### config.mk
export PLATFORM = sky130hd
export DESIGN_NAME = lcgpr_tail
export DESIGN_NICKNAME = d
export VERILOG_FILES = /design/src/design/lcgpr_pkg.sv /design/src/design/lcgpr_tail.sv
export VERILOG_INCLUDE_DIRS = /design/src /design/src/design
export SDC_FILE = /design/constraint.sdc
export NUM_CORES = 2
export LEC_CHECK = 0
export BUFFER_PORTS_ARGS = -buffer_cell sky130_fd_sc_hd__buf_4
export CAP_MARGIN = 20
export CORE_ASPECT_RATIO = 1.25
export CORE_MARGIN = 2
export CORE_UTILIZATION = 64
export CTS_CLUSTER_DIAMETER = 120
export DETAILED_ROUTE_END_ITERATION = 10
export PLACE_DENSITY = 0.92
export SLEW_MARGIN = 5
export SYNTH_ARGS = -nofsm -noshare
export SYNTH_HDL_FRONTEND = slang
export SYNTH_SLANG_ARGS = --single-unit
### constraint.sdc
create_clock -name clk -period 9.45 [get_ports clk]
set_input_delay 0.945 -clock clk [delete_from_list [all_inputs] [get_ports clk]]
set_output_delay 0.945 -clock clk [all_outputs]
set_load 0.1 [all_outputs]
### src/design/lcg_parameter_recovery_defines.svh
// Assertion macros shared by the LCG parameter recovery RTL.
// Expects clk and rst_n in the scope where a macro is used; no other dependencies.
`ifndef LCG_PARAMETER_RECOVERY_DEFINES_SVH
`define LCG_PARAMETER_RECOVERY_DEFINES_SVH
`ifndef SYNTHESIS
`define LCGPR_ASSERT_IMP(label, ante, cons) \
    label: assert property (@(posedge clk) disable iff (!rst_n) (ante) |-> (cons)) \
        else $error("lcgpr: implication check failed");
`define LCGPR_ASSERT_NXT(label, ante, cons) \
    label: assert property (@(posedge clk) disable iff (!rst_n) (ante) |=> (cons)) \
        else $error("lcgpr: next-cycle check failed");
`define LCGPR_ASSERT_DLY(label, ante, n, cons) \
    label: assert property (@(posedge clk) disable iff (!rst_n) (ante) |-> ##n (cons)) \
        else $error("lcgpr: latency check failed");
`else
`define LCGPR_ASSERT_IMP(label, ante, cons)
`define LCGPR_ASSERT_NXT(label, ante, cons)
`define LCGPR_ASSERT_DLY(label, ante, n, cons)
`endif
`endif

### src/design/lcgpr_pkg.sv
// Shared types, constants and helpers for the LCG parameter recovery block.
// No dependencies.
package lcgpr_pkg;

    localparam int unsigned FIELD_BITS        = 32;
    localparam int unsigned WORD_BITS_DEFAULT = 32;

    // Control travelling alongside each beat down the pipe
    typedef struct packed {
        logic valid;
        logic missing;
    } lane_ctrl_t;

    // Newton steps needed: start value is good to 3 bits, each step doubles that
    function automatic int unsigned newton_steps(input int unsigned w);
        int unsigned n;
        int unsigned b;
        int          i;
        n = 0;
        b = 3;
        for (i = 0; i < 8; i++)
        begin
            if (b < w)
            begin
                b = b * 2;
                n = n + 1;
            end
        end
        return n;
    endfunction

endpackage

### src/design/lcgpr_tail.sv
// Final stages: multiplier = d1 * inverse, then increment = s2 - s1 * multiplier.
// Uses lcgpr_pkg and the assertion macros header.
`include "lcg_parameter_recovery_defines.svh"
module lcgpr_tail
    import lcgpr_pkg::*;
#(
    parameter int unsigned WORD_BITS = WORD_BITS_DEFAULT
)(
    input  logic                 clk,
    input  logic                 rst_n,
    input  lane_ctrl_t           up_ctrl,
    input  logic [WORD_BITS-1:0] up_v,
    input  logic [WORD_BITS-1:0] up_x,
    input  logic [WORD_BITS-1:0] up_s1,
    input  logic [WORD_BITS-1:0] up_s2,
    input  logic [WORD_BITS-1:0] up_d1,
    output lane_ctrl_t           res_ctrl,
    output logic [WORD_BITS-1:0] res_mult,
    output logic [WORD_BITS-1:0] res_incr
);

    localparam logic [WORD_BITS-1:0] ONE = WORD_BITS'(1);

    lane_ctrl_t           mid_ctrl_reg, res_ctrl_reg;
    logic [WORD_BITS-1:0] mult_reg, s1_reg, s2_reg;
    logic [WORD_BITS-1:0] res_mult_reg, res_incr_reg;
    logic [WORD_BITS-1:0] inv, mult_next, incr_next;

    // even difference has no inverse: fall back to 1
    assign inv       = up_ctrl.missing ? ONE : up_x;
    assign mult_next = up_d1 * inv;
    assign incr_next = s2_reg - s1_reg * mult_reg;

    always_ff @(posedge clk or negedge rst_n)
    begin
        if (!rst_n)
        begin
            mid_ctrl_reg <= '0;
            res_ctrl_reg <= '0;
        end
        else
        begin
            mid_ctrl_reg <= up_ctrl;
            res_ctrl_reg <= mid_ctrl_reg;
        end
    end

    always_ff @(posedge clk)
    begin
        mult_reg     <= mult_next;
        s1_reg       <= up_s1;
        s2_reg       <= up_s2;
        res_mult_reg <= mult_reg;
        res_incr_reg <= incr_next;
    end

    assign res_ctrl = res_ctrl_reg;
    assign res_mult = res_mult_reg;
    assign res_incr = res_incr_reg;

    `LCGPR_ASSERT_IMP(a_inverse_ok, up_ctrl.valid && !up_ctrl.missing, WORD_BITS'(up_v * up_x) == ONE)
    `LCGPR_ASSERT_IMP(a_missing_flag, up_ctrl.valid, up_ctrl.missing == !up_v[0])
    `LCGPR_ASSERT_NXT(a_fallback, up_ctrl.valid && up_ctrl.missing, mult_reg == $past(up_d1))

endmodule

# --- Word-level counts from Yosys, hierarchy flattened ---
# Index checks and enable logic that the tools add are counted.
# W data, S select, Z words.
word_totals:
  memories: 0
  mem_bits_rw: 0
  elab_cells: 13
  regBits: 164
  latchBits: 0
  mem_bits_ro: 0
  output_inout_bits: 66
  input_bits: 164
op_classes:
  shifts: 0
  eq_ne: 0
  n_div: 0
  add_sub_neg: 1
  order_cmp: 0
  bitwise: 0
  muxes: 1
  n_reduce_logical: 0
  multipliers: 2
op_table:
  columns: ["op", "n"]
  rows:
  - ["$mul A32 B32 Y32", 2]
  - ["$mux W32", 1]
  - ["$sub A32 B32 Y32", 1]

# --- Logic depth before layout (Yosys ltp) ---
logic_depth:
  depth_word: 2
  depth_mapped: 27
  depth_no_buf: 25

# --- Least setup slack after synthesis ---
# Ideal clock, no wire load.
synth_timing:
  kind: "input-to-reg"
  from: "input up_ctrl[0] (netlist name)"
  to: "register mult_reg[28]"
  path_buffers: 3
  slack_ps: 1946
  t_arrival_ps: 7432
  stages: 25
  required_ps: 9378
  setup_ps: 72
  path_cell_list: "clkbuf_1 > nor2b_1 > clkbuf_1 > clkbuf_1 > and2_1 > fa_1 > inv_1 > fa_1 > fa_1 > fa_1 > inv_1 > fa_1 > inv_1 > fa_1 > inv_1 > fa_1 > fa_1 > ha_1 > a21oi_1 > o221ai_1 > a311oi_1 > a21oi_1 > a21o_1 > a21oi_1 > xnor2_1"
synth_via:
  elab_chain_cells: 2
synth_lines:
  columns: ["element", "line", "text"]
  rows:
  - ["from (decl)", "lcgpr_tail.sv:11", "input lane_ctrl_t up_ctrl,"]
  - ["$mux W32", "lcgpr_tail.sv:30", "assign inv = up_ctrl.missing ? ONE : up_x;"]
  - ["$mul A32 B32 Y32", "lcgpr_tail.sv:31", "assign mult_next = up_d1 * inv;"]
  - ["named net mult_next[28]", "lcgpr_tail.sv:27", "logic [WORD_BITS-1:0] inv, mult_next, incr_next;"]
  - ["to (signal assigned)", "lcgpr_tail.sv:50", "mult_reg <= mult_next;"]
  - ["to (decl)", "lcgpr_tail.sv:25", "logic [WORD_BITS-1:0] mult_reg, s1_reg, s2_reg;"]
# The timed path passes the listed nets, and every way through them passes these cells.

# --- Final worst setup path ---
layout_timing:
  from: "register mult_reg[0]"
  to: "register res_incr_reg[30], in the netlist res_incr[30]"
layout_via:
  elab_chain_cells: 2
layout_lines:
  columns: ["element", "line", "text"]
  rows:
  - ["$mul A32 B32 Y32", "lcgpr_tail.sv:32", "assign incr_next = s2_reg - s1_reg * mult_reg;"]
  - ["$sub A32 B32 Y32", "lcgpr_tail.sv:32", null]
  - ["named net incr_next[30]", "lcgpr_tail.sv:27", null]
  - ["to (signal assigned)", "lcgpr_tail.sv:54", "res_incr_reg <= incr_next;"]
  - ["to (decl)", "lcgpr_tail.sv:26", "logic [WORD_BITS-1:0] res_mult_reg, res_incr_reg;"]
# The timed path passes the listed nets, and every way through them passes these cells.

==> results.yml <==
clocking:
  cts_tree: "built"
  cts_setup_buffers: 0
  insertion_delay_ns: 0.48
  clkSlewWorstSetupHoldPaths_ns: 0.08
  cts_num_sinks: 164
  cts.path.max_buffers: 2
  h-tree-depth: 4
  cts_made_buffers: 17
  cts_root_buffer: "clkbuf_16"
  cts_repair_resize_count: 0
  hold_buffers: 0
global_routing:
  grt.overflow.total: 0
  grt_max_degree: 35
  grt_pass1_vias: 31500
  grt_pass1_wl_mm: 161
  antenna_found_initial: 1
  grt_use_total_pct: 36.6
floorplan:
  core_um2: 55900
  die-area_um2: 58500
  io_pins: 230
  die_height_um: 270
  die_x_um: 217
  initial_core_util_pct: 64.7
  placementRows: 97
detailed_routing:
  wl_mm: 102
  drt-pass1-iter-count: 6
  vias_per_cell: 5.84
  vias: 27600
  wl_per_cell_um: 21.7
  dr.first_iter.drc_count: 2548
  detail-route-antenna-nets: 0
  drc_errors: 0
place:
  numPortBuffers: 197
  post_dp_cell_area_um2: 38400
  hpwl_mm: 79.1
  place_congestion: 0.988
  placed_cells: 4678
sta:
  period_minus_slack_ns: 8.34
  setup-violations-final: 0
  tightest_slew_ns: 1.27
  rsz0062_at_grt: "no"
  skew_ns: 0.0188
  finalSetupTns_ns: 0
  finalHoldViolCount: 0
  slew_headroom_pct: 15.2
  drv_slew: 0
  fmax_mhz: 120
  fin_crit_sh_pct: 88.3
synthesis:
  syn_inst: 3858
  synth.largest_area_cell: "fa_1"
  synth_area_leaders: "fa_1, inv_1, ha_1, dfxtp_1, and2_1"
  synth_edf_count: 0
  synth_flop_cell: "dfxtp_1"
  synth.top_cell.area_share_pct: 47.1
  yosys_warnings: 0
  ys_seq_area_share_pct: 9.13
  yosysUniqueCellTypes: 61
  synth_area_per_cell_um2: 9.38
  synth_async_sr_flop_share_pct: 2.44
  synth_area_um2: 36200
  synth_seq_cells: 164
  mappedNetlistNets: 5142
flow_run:
  drv_cap: 0
critical_path:
  critPathKind: "flop to flop"
  critPathMaxStageDelay_ns: 0.93
  crit_start: "mult_reg[0]"
  cp-end-kind: "flop"
  r2r_cells: 26
  worst-endpoint-arrival_ns: 8.69
  r2r_slack_ns: 1.11
  crit_end: "res_incr[30]"
  worst_path_max_delay_cell: "dfxtp_1"
  critPathRequiredTime_ns: 9.80
  cp-start-kind: "flop"
  critPathTopFamily: "adder cells"
  reg2reg_from: "mult_reg[0]"
  crit_buf_inv: 8
  cp_num_cells: 26
  critical_path_peak_fanout: 20
  regToRegEndpoint: "res_incr[30]"
final_layout:
  drive_above_1_share_pct: 7.83
  fin_cells: 4715
  final_cell_mix: "inv_1, fa_1, nand2_1"
  area_delta_synth_final_pct: 7.83
  nets: 5243
  final_area_um2: 39000
  layout_commonest_cell: "inv_1"
worst_hold_path:
  worstHoldPathType: "input port to asynchronous set/reset pin"
run_status:
  status: "finished, final reports clean"
-- cell type report --
cell class | instances | area, um2
diodes | 1 | 2.50
clock buffers | 18 | 439
clock inverters | 14 | 163
fillers | 3713 | 16900
inverters | 913 | 3430
multi-input cells | 2604 | 28800
flip-flops and latches | 164 | 3300
well taps | 742 | 928
repair buffers | 259 | 1960
-- routing by layer --
layer | wire (um) | vias up | share of wire (%) | track usage, %
met1 | 30500 | 13600 | 30 | 38.1
met4 | 9450 | 2 | 9.2 | 27.9
met2 | 51400 | 1963 | 50 | 63.2
met5 | 34 | - | 0.033 | 0
li1 | - | 11200 | - | -
met3 | 11100 | 747 | 11 | 9.28
-- Yosys cell counts (3+ instances only) --
cell and n:
a211o_1 4, a211oi_1 6, a21o_1 16, a21oi_1 37, a311oi_1 3, a31oi_1 5, and2_1 509, and3_1 8
buf_1 3, clkbuf_1 173, dfrtp_1 4, dfxtp_1 160, fa_1 851, ha_1 269, inv_1 913, nand2_1 557
nand2b_1 4, nand3_1 8, nand3b_1 4, nor2_1 26, nor2b_1 29, nor2b_2 4, nor3_1 7, nor4_1 4
o21a_1 12, o21ai_0 23, o21bai_1 9, xnor2_1 137, xor2_1 34
-- how the worst min path moves through the flow --
stage / depth (start not counted) / endpoint / slack (ns) / from
after floorplan: 0 / res_mult[13] / 0.33 / mult_reg[13]
after global placement: 0 / res_ctrl[1] / 0.33 / mid_ctrl_reg[1]
after detailed placement: 0 / res_ctrl[0] / 0.34 / mid_ctrl_reg[0]
after CTS: 1 / mid_ctrl_reg[1] / 0.23 / rst_n
after global routing: 1 / mid_ctrl_reg[1] / 0.23 / rst_n
final: 1 / mid_ctrl_reg[1] / 0.24 / rst_n
-- logic make-up after synthesis --
| logic type | Yosys count | synth area share [%] |
|---|---|---|
| compound gates | 138 | 2.65 |
| xor+xnor | 172 | 4.20 |
| fa+ha+maj | 1120 | 56.4 |
| buf+inv | 1090 | 11.3 |
| flops | 164 | 9.13 |
| simple gates | 1174 | 16.3 |
-- stage by stage --
| step | hold WS [ns] | setup slack [ns] | util (%) |
|---|---|---|---|
| global route | 0.228 | 0.893 | 69.7 |
| floorplan | 0.329 | 1.95 | - |
| finish | 0.237 | 1.11 | 69.7 |
| detailed placement | 0.344 | 0.863 | 68.6 |
| CTS | 0.231 | 1.34 | 69.6 |
| global placement | 0.333 | 1.14 | 68.6 |
-- worst reg2reg max path, delay by kind of cell (launching register included) --
family                     cells  cell delay, ns
adders and majority gates      9            4.01
AOI/OAI and AO/OA              5            1.72
buffers and inverters          8            0.95
DFF                            1            0.93
and+or+nand+nor                4            0.62
Power is not shown: default switching activity piles up to over one toggle a cycle in this logic, so the estimate is an artifact.
