<file path="src/design/lcg_parameter_recovery_defines.svh">
// Assertion macros shared by the LCG parameter recovery RTL.
// Expects clk and rst_n in the scope where a macro is used; no other dependencies.
`ifndef LCG_PARAMETER_RECOVERY_DEFINES_SVH
`define LCG_PARAMETER_RECOVERY_DEFINES_SVH
`ifndef SYNTHESIS
`define LCGPR_ASSERT_IMP(label, ante, cons) \
    label: assert property (@(posedge clk) disable iff (!rst_n) (ante) |-> (cons)) \
        else $error("lcgpr: implication check failed");
`define LCGPR_ASSERT_NXT(label, ante, cons) \
    label: assert property (@(posedge clk) disable iff (!rst_n) (ante) |=> (cons)) \
        else $error("lcgpr: next-cycle check failed");
`define LCGPR_ASSERT_DLY(label, ante, n, cons) \
    label: assert property (@(posedge clk) disable iff (!rst_n) (ante) |-> ##n (cons)) \
        else $error("lcgpr: latency check failed");
`else
`define LCGPR_ASSERT_IMP(label, ante, cons)
`define LCGPR_ASSERT_NXT(label, ante, cons)
`define LCGPR_ASSERT_DLY(label, ante, n, cons)
`endif
`endif

</file>
<file path="src/design/lcgpr_pkg.sv">
// Shared types, constants and helpers for the LCG parameter recovery block.
// No dependencies.
package lcgpr_pkg;

    localparam int unsigned FIELD_BITS        = 32;
    localparam int unsigned WORD_BITS_DEFAULT = 32;

    // Control travelling alongside each beat down the pipe
    typedef struct packed {
        logic valid;
        logic missing;
    } lane_ctrl_t;

    // Newton steps needed: start value is good to 3 bits, each step doubles that
    function automatic int unsigned newton_steps(input int unsigned w);
        int unsigned n;
        int unsigned b;
        int          i;
        n = 0;
        b = 3;
        for (i = 0; i < 8; i++)
        begin
            if (b < w)
            begin
                b = b * 2;
                n = n + 1;
            end
        end
        return n;
    endfunction

endpackage

</file>
<file path="src/design/lcgpr_newton_cell.sv">
// One Newton refinement cell for the odd inverse: x' = x * (2 - v * x).
// Two register stages; carries the beat's payload along. Uses lcgpr_pkg.
module lcgpr_newton_cell
    import lcgpr_pkg::*;
#(
    parameter int unsigned WORD_BITS = WORD_BITS_DEFAULT
)(
    input  logic                 clk,
    input  logic                 rst_n,
    input  lane_ctrl_t           up_ctrl,
    input  logic [WORD_BITS-1:0] up_v,
    input  logic [WORD_BITS-1:0] up_x,
    input  logic [WORD_BITS-1:0] up_s1,
    input  logic [WORD_BITS-1:0] up_s2,
    input  logic [WORD_BITS-1:0] up_d1,
    output lane_ctrl_t           dn_ctrl,
    output logic [WORD_BITS-1:0] dn_v,
    output logic [WORD_BITS-1:0] dn_x,
    output logic [WORD_BITS-1:0] dn_s1,
    output logic [WORD_BITS-1:0] dn_s2,
    output logic [WORD_BITS-1:0] dn_d1
);

    localparam logic [WORD_BITS-1:0] TWO = WORD_BITS'(2);

    lane_ctrl_t           ctrl_a_reg, ctrl_b_reg;
    logic [WORD_BITS-1:0] v_a_reg, x_a_reg, t_a_reg, s1_a_reg, s2_a_reg, d1_a_reg;
    logic [WORD_BITS-1:0] v_b_reg, x_b_reg, s1_b_reg, s2_b_reg, d1_b_reg;
    logic [WORD_BITS-1:0] t_a_next, x_b_next;

    assign t_a_next = up_v * up_x;
    assign x_b_next = x_a_reg * (TWO - t_a_reg);

    always_ff @(posedge clk or negedge rst_n)
    begin
        if (!rst_n)
        begin
            ctrl_a_reg <= '0;
            ctrl_b_reg <= '0;
        end
        else
        begin
            ctrl_a_reg <= up_ctrl;
            ctrl_b_reg <= ctrl_a_reg;
        end
    end

    always_ff @(posedge clk)
    begin
        v_a_reg  <= up_v;
        x_a_reg  <= up_x;
        t_a_reg  <= t_a_next;
        s1_a_reg <= up_s1;
        s2_a_reg <= up_s2;
        d1_a_reg <= up_d1;
        v_b_reg  <= v_a_reg;
        x_b_reg  <= x_b_next;
        s1_b_reg <= s1_a_reg;
        s2_b_reg <= s2_a_reg;
        d1_b_reg <= d1_a_reg;
    end

    assign dn_ctrl = ctrl_b_reg;
    assign dn_v    = v_b_reg;
    assign dn_x    = x_b_reg;
    assign dn_s1   = s1_b_reg;
    assign dn_s2   = s2_b_reg;
    assign dn_d1   = d1_b_reg;

endmodule

</file>
<file path="config.mk">
export PLATFORM = sky130hd
export DESIGN_NAME = lcgpr_newton_cell
export DESIGN_NICKNAME = d
export VERILOG_FILES = /design/src/design/lcg_parameter_recovery_defines.svh /design/src/design/lcgpr_pkg.sv /design/src/design/lcgpr_newton_cell.sv
export SDC_FILE = /design/constraint.sdc
export NUM_CORES = 2
export LEC_CHECK = 0
export ABC_CLOCK_PERIOD_IN_PS = 25700
export BUFFER_PORTS_ARGS = -buffer_cell sky130_fd_sc_hd__buf_2
export CORE_ASPECT_RATIO = 1.25
export CORE_MARGIN = 4
export CORE_UTILIZATION = 50
export CTS_CLUSTER_SIZE = 10
export DETAILED_ROUTE_END_ITERATION = 12
export MAX_ROUTING_LAYER = met4
export PLACE_DENSITY = 0.69
export SYNTH_ARGS = -nofsm -noshare
export SYNTH_HDL_FRONTEND = slang
export SYNTH_SLANG_ARGS = --single-unit
export TNS_END_PERCENT = 5
</file>
<file path="constraint.sdc">
create_clock -name clk -period 25.7 [get_ports clk]
set_clock_uncertainty 0.15 [all_clocks]
set_input_delay 5.14 -clock clk [delete_from_list [all_inputs] [get_ports clk]]
set_output_delay 5.14 -clock clk [all_outputs]
set_load 0.02 [all_outputs]
</file>
Word level (Yosys, flattened, before mapping) --
Cells that the tools add are included.
Operators by class: $mul 2, add/sub/neg operators 1
Operator list (number):
- multiplier 32 x 32 -> 32 bit | 2
- subtractor 2 x 32 -> 32 bit (first input constant) | 1
Word-level totals: bits in registers 356, output and inout port bits 162, input bits 164

Logic depth before layout (Yosys ltp) --
depth after elaboration 2, mapped depth 31, gate-level depth less buffers 30

Least setup slack after synthesis --
No wires, ideal clock.
path type input to register, start in up_x[2], end reg t_a_reg[28], path slack 13.638 ns, cell stages on the path 25, data arrival time 11.770 ns, setup time 0.142 ns, data required time 25.408 ns, cell sequence clkbuf_1 clkbuf_1 nand2_1 fa_1 inv_1 fa_1 inv_1 fa_1 inv_1 fa_1 fa_1 fa_1 fa_1 inv_1 fa_1 inv_1 ha_1 a21o_1 a21o_1 a21oi_1 o21ai_0 a21oi_1 o21a_1 nor4b_1 or4b_2
Between the ends: longest elaborated chain between the ends 1
RTL lines:
- from (decl) | RTL line lcgpr_newton_cell.sv:12 | input logic [WORD_BITS-1:0] up_x,
- multiplier 32 x 32 -> 32 bit | RTL line lcgpr_newton_cell.sv:31 | assign t_a_next = up_v * up_x;
- via t_a_next[28] | RTL line lcgpr_newton_cell.sv:29 | logic [WORD_BITS-1:0] t_a_next, x_b_next;
- to (signal assigned) | RTL line lcgpr_newton_cell.sv:52 | t_a_reg <= t_a_next;
- to (decl) | RTL line lcgpr_newton_cell.sv:27 | logic [WORD_BITS-1:0] v_a_reg, x_a_reg, t_a_reg, s1_a_reg, s2_a_reg, d1_a_reg;
The timed path passes the listed nets, and every way through them passes these cells.

Worst setup path after layout --
start in up_x[3], end reg t_a_reg[28]
Same word-level chain as after synthesis.

==> results.sh <==
export IMPL_rrSetupSlack_ns=15.91
export IMPL_clock_sinks=356
export IMPL_numPortBuffers=325
export IMPL_core_area_mm2=0.07759
export IMPL_final_antenna_net_count=0
export IMPL_synth_nets=5248
export IMPL_grt_remaining_overflow=0
export IMPL_synth_edff_count=0
export IMPL_insertion_delay_ns=0.58
export IMPL_setup_worst_path_end_class="flip-flop"
export IMPL_yosys_register_bits=356
export IMPL_final_cell_count_no_fill=5325
export IMPL_h_tree_depth=2
export IMPL_cts_inserted_buffers=45
export IMPL_dieWidth_um=258.5
export IMPL_critical_path_startpoint_type="input pin"
export IMPL_worst_setup_path_type="in2reg"
export IMPL_r2r_end="dn_x[31]$_DFF_P_"
export IMPL_crit_reg2reg_launch="t_a_reg[0]$_DFF_P_"
export IMPL_cap_violations=0
export IMPL_max_clock_freq_mhz=84.07
export IMPL_number_of_placed_instances_with_taps_included=5251
export IMPL_setup_total_negative_slack_ns=0
export IMPL_yosys_most_used_dff="dfxtp_1"
export IMPL_dr_pass1_iters=5
export IMPL_chipHeight_um=321.1
export IMPL_antenna_violations_before_repair=14
export IMPL_finalWorstSetupSlack_ns=13.80
export IMPL_ioPinCount=326
export IMPL_num_vias=27130
export IMPL_tritoncts="built"
export IMPL_status="complete, no violations"
export IMPL_core_rowCount=114
export IMPL_grt_pass1_wl_mm=164.8
export IMPL_final_nets=5481
export IMPL_totalWireLength_mm=103.4
export IMPL_timing_hold_worst_class="reg2reg"
export IMPL_critical_path_required_ns=25.99
export IMPL_grt_setup_unrepaired="no"
export IMPL_synthesis_area_per_instance_um2=9.752
export IMPL_cts_reportedPaths_clkPinSlew_ns=0.05
export IMPL_final_hold_violation_count=0
export IMPL_share_of_synthesized_area_occupied_by_flip_flops_and_latches=0.1823
export IMPL_r2r_worst_path_cells=26
export IMPL_start_util=0.5054
export IMPL_number_of_warnings_reported_in_the_yosys_synthesis_log=0
export IMPL_dp_worst_setup_slack_ns=13.22
export IMPL_area_delta_synth_final_pct=10.16
export IMPL_slew_headroom=0.1693
export IMPL_wire_per_inst_um=19.41
export IMPL_holdCritStartpoint="s2_a_reg[4]$_DFF_P_"
export IMPL_root_buffer="clkbuf_16"
export IMPL_synth_cells=4021
export IMPL_critPathMaxFanout=30
export IMPL_cts_setup_buffers=0
export IMPL_hold_path_endpoint="dn_s2[4]$_DFF_P_"
export IMPL_viasPerCell=5.095
export IMPL_post_cts_resized_instances=0
export IMPL_synth_distinct_cells=57
export IMPL_drc_errors=0
export IMPL_timing_worst_slew_pin_value_ns=1.237
export IMPL_cp_data_arrival_time_ns=12.19
export IMPL_grt_start_max_net_pins=36
export IMPL_post_synth_instance_area_mm2=0.03921
export IMPL_worst_setup_path_startpoint="up_x[3]"
export IMPL_ctsLongestPathBuffers=3
export IMPL_final_min_period_over_clock_period=0.4629
export IMPL_postCtsHoldBufs=0
export IMPL_whs_path_depth=0
export IMPL_grt_use_total=0.2637
export IMPL_drv_slew=0
export IMPL_final_setup_viol_count=0
export IMPL_timing_final_crit_period_ns=11.90
export IMPL_gp_routability_congestion=0.8821
export IMPL_number_of_global_route_vias_before_repair=30040
export IMPL_final_layout_size_suffix_gt1_frac=0.1043
export IMPL_fp_dieArea_mm2=0.08300
export IMPL_async_reset_ff_frac=0.01124
export IMPL_drt_first_iter_violations=1528
export IMPL_post_dp_hpwl_mm=81.20
==> Yosys cell counts, drive strengths merged (11+ instances only) <==
master / count / area [um2]
xnor2: 154 / 1349
and2: 440 / 2753
nand3: 12 / 60.06
dfxtp: 352 / 7047
a21o: 31 / 232.7
ha: 247 / 3090
o21ai: 26 / 130.1
a21oi: 43 / 215.2
inv: 899 / 3374
xor2: 37 / 324.1
nor2b: 37 / 231.5
fa: 816 / 16340
nor2: 36 / 135.1
nand2: 600 / 2255
nor3: 11 / 60.06
clkbuf: 178 / 668.1
nand2b: 12 / 75.07
==> through the flow <==
stage | utilization | instance area (um2) | hold WS [ns]
6_report | 0.5567 | 43200 | 0.1683
5_1_grt | 0.5567 | 43190 | 0.1703
4_1_cts | 0.5563 | 43160 | 0.1704
3_5_place_dp | 0.5392 | 41840 | 0.1621
3_3_place_gp | 0.5392 | 41840 | 0.1597
2_1_floorplan | - | 39210 | 0.1596
==> worst max path at each step <==
| stage | slack, ns | depth (start not counted) | to |
|---|---|---|---|
| floorplan | 13.64 | 25 | t_a_reg[28]$_DFF_P_ |
| CTS | 13.83 | 24 | t_a_reg[28]$_DFF_P_ |
| global placement | 13.31 | 24 | t_a_reg[28]$_DFF_P_ |
| detailed placement | 13.22 | 24 | t_a_reg[28]$_DFF_P_ |
| global route | 13.46 | 24 | t_a_reg[28]$_DFF_P_ |
| finish | 13.80 | 24 | t_a_reg[28]$_DFF_P_ |
==> cell type report <==
| class | instances | area [um2] |
|---|---|---|
| Timing Repair Buffer | 367 | 1942 |
| Multi-Input combinational cell | 2585 | 28070 |
| Inverter | 899 | 3374 |
| Fill cell | 6890 | 34400 |
| Tap cell | 1044 | 1306 |
| Clock inverter | 10 | 153.9 |
| Antenna cell | 13 | 32.53 |
| Sequential cell | 356 | 7147 |
| Clock buffer | 51 | 1169 |
==> kinds of logic (layout without fill, tap and decap cells) <==
group	count (synthesis)	in the layout	share of synthesized area
AND/OR/NAND/NOR	1184	1184	0.1495
XOR/XNOR	196	196	0.04553
adder cells (fa/ha/maj)	1063	1063	0.4954
multiplexers	1	1	0.0002553
AO/OA/AOI/OAI	141	141	0.02348
flip-flops	356	356	0.1823
buffers and inverters	1080	1327	0.1036
other	0	13	0
==> layer usage <==
layer	part of all wire	GRT usage	vias up
met2	0.52	0.4543	880
li1	-	-	12020
met5	0	-	-
met1	0.37	0.3011	13980
met3	0.067	0.04945	251
met4	0.050	0.1164	0
==> critical path, cell delays in order <==
cell and delay, ns:
buf_2 0.53, nand2_1 0.16, fa_1 0.53, inv_1 0.05
fa_1 0.47, inv_1 0.04, fa_1 0.49, inv_1 0.06
fa_1 0.58, fa_1 0.45, fa_1 0.50, fa_1 0.49
inv_1 0.05, fa_1 0.47, inv_1 0.04, ha_1 0.36
a21o_1 0.21, a21o_1 0.17, a21oi_1 0.13, o21ai_0 0.09
a21oi_1 0.25, o21a_1 0.18, nor4b_1 0.06, or4b_2 0.67
==> placed cells by master, fill, tap and decap left out, types with 3 or more instances in the layout <==
cell type    n
and3_1       4
o21bai_1     7
xor2_1      35
a21o_1      31
or4_1        4
nor4b_1      3
a21oi_1     43
nand2_1    599
fa_1       816
clkbuf_1     4
inv_1      899
xnor3_1      5
nand3_1     12
xnor2_2      7
dfrtp_1      4
ha_1       247
nor2b_1     37
buf_2      325
nor4_1       6
xnor2_1    147
nand2b_1    12
and2_1     440
clkbuf_16   45
o21a_1       8
a31oi_1      5
buf_4       42
a211oi_1     3
or3_1        5
nor2_1      36
dfxtp_1    352
nand4_1      4
o31ai_1      3
nor3_1      10
diode_2     13
o21ai_0     26
Power is left out: the tool's default activity adds up to more than one toggle a clock period on the data nets, which glitch-free logic cannot reach.
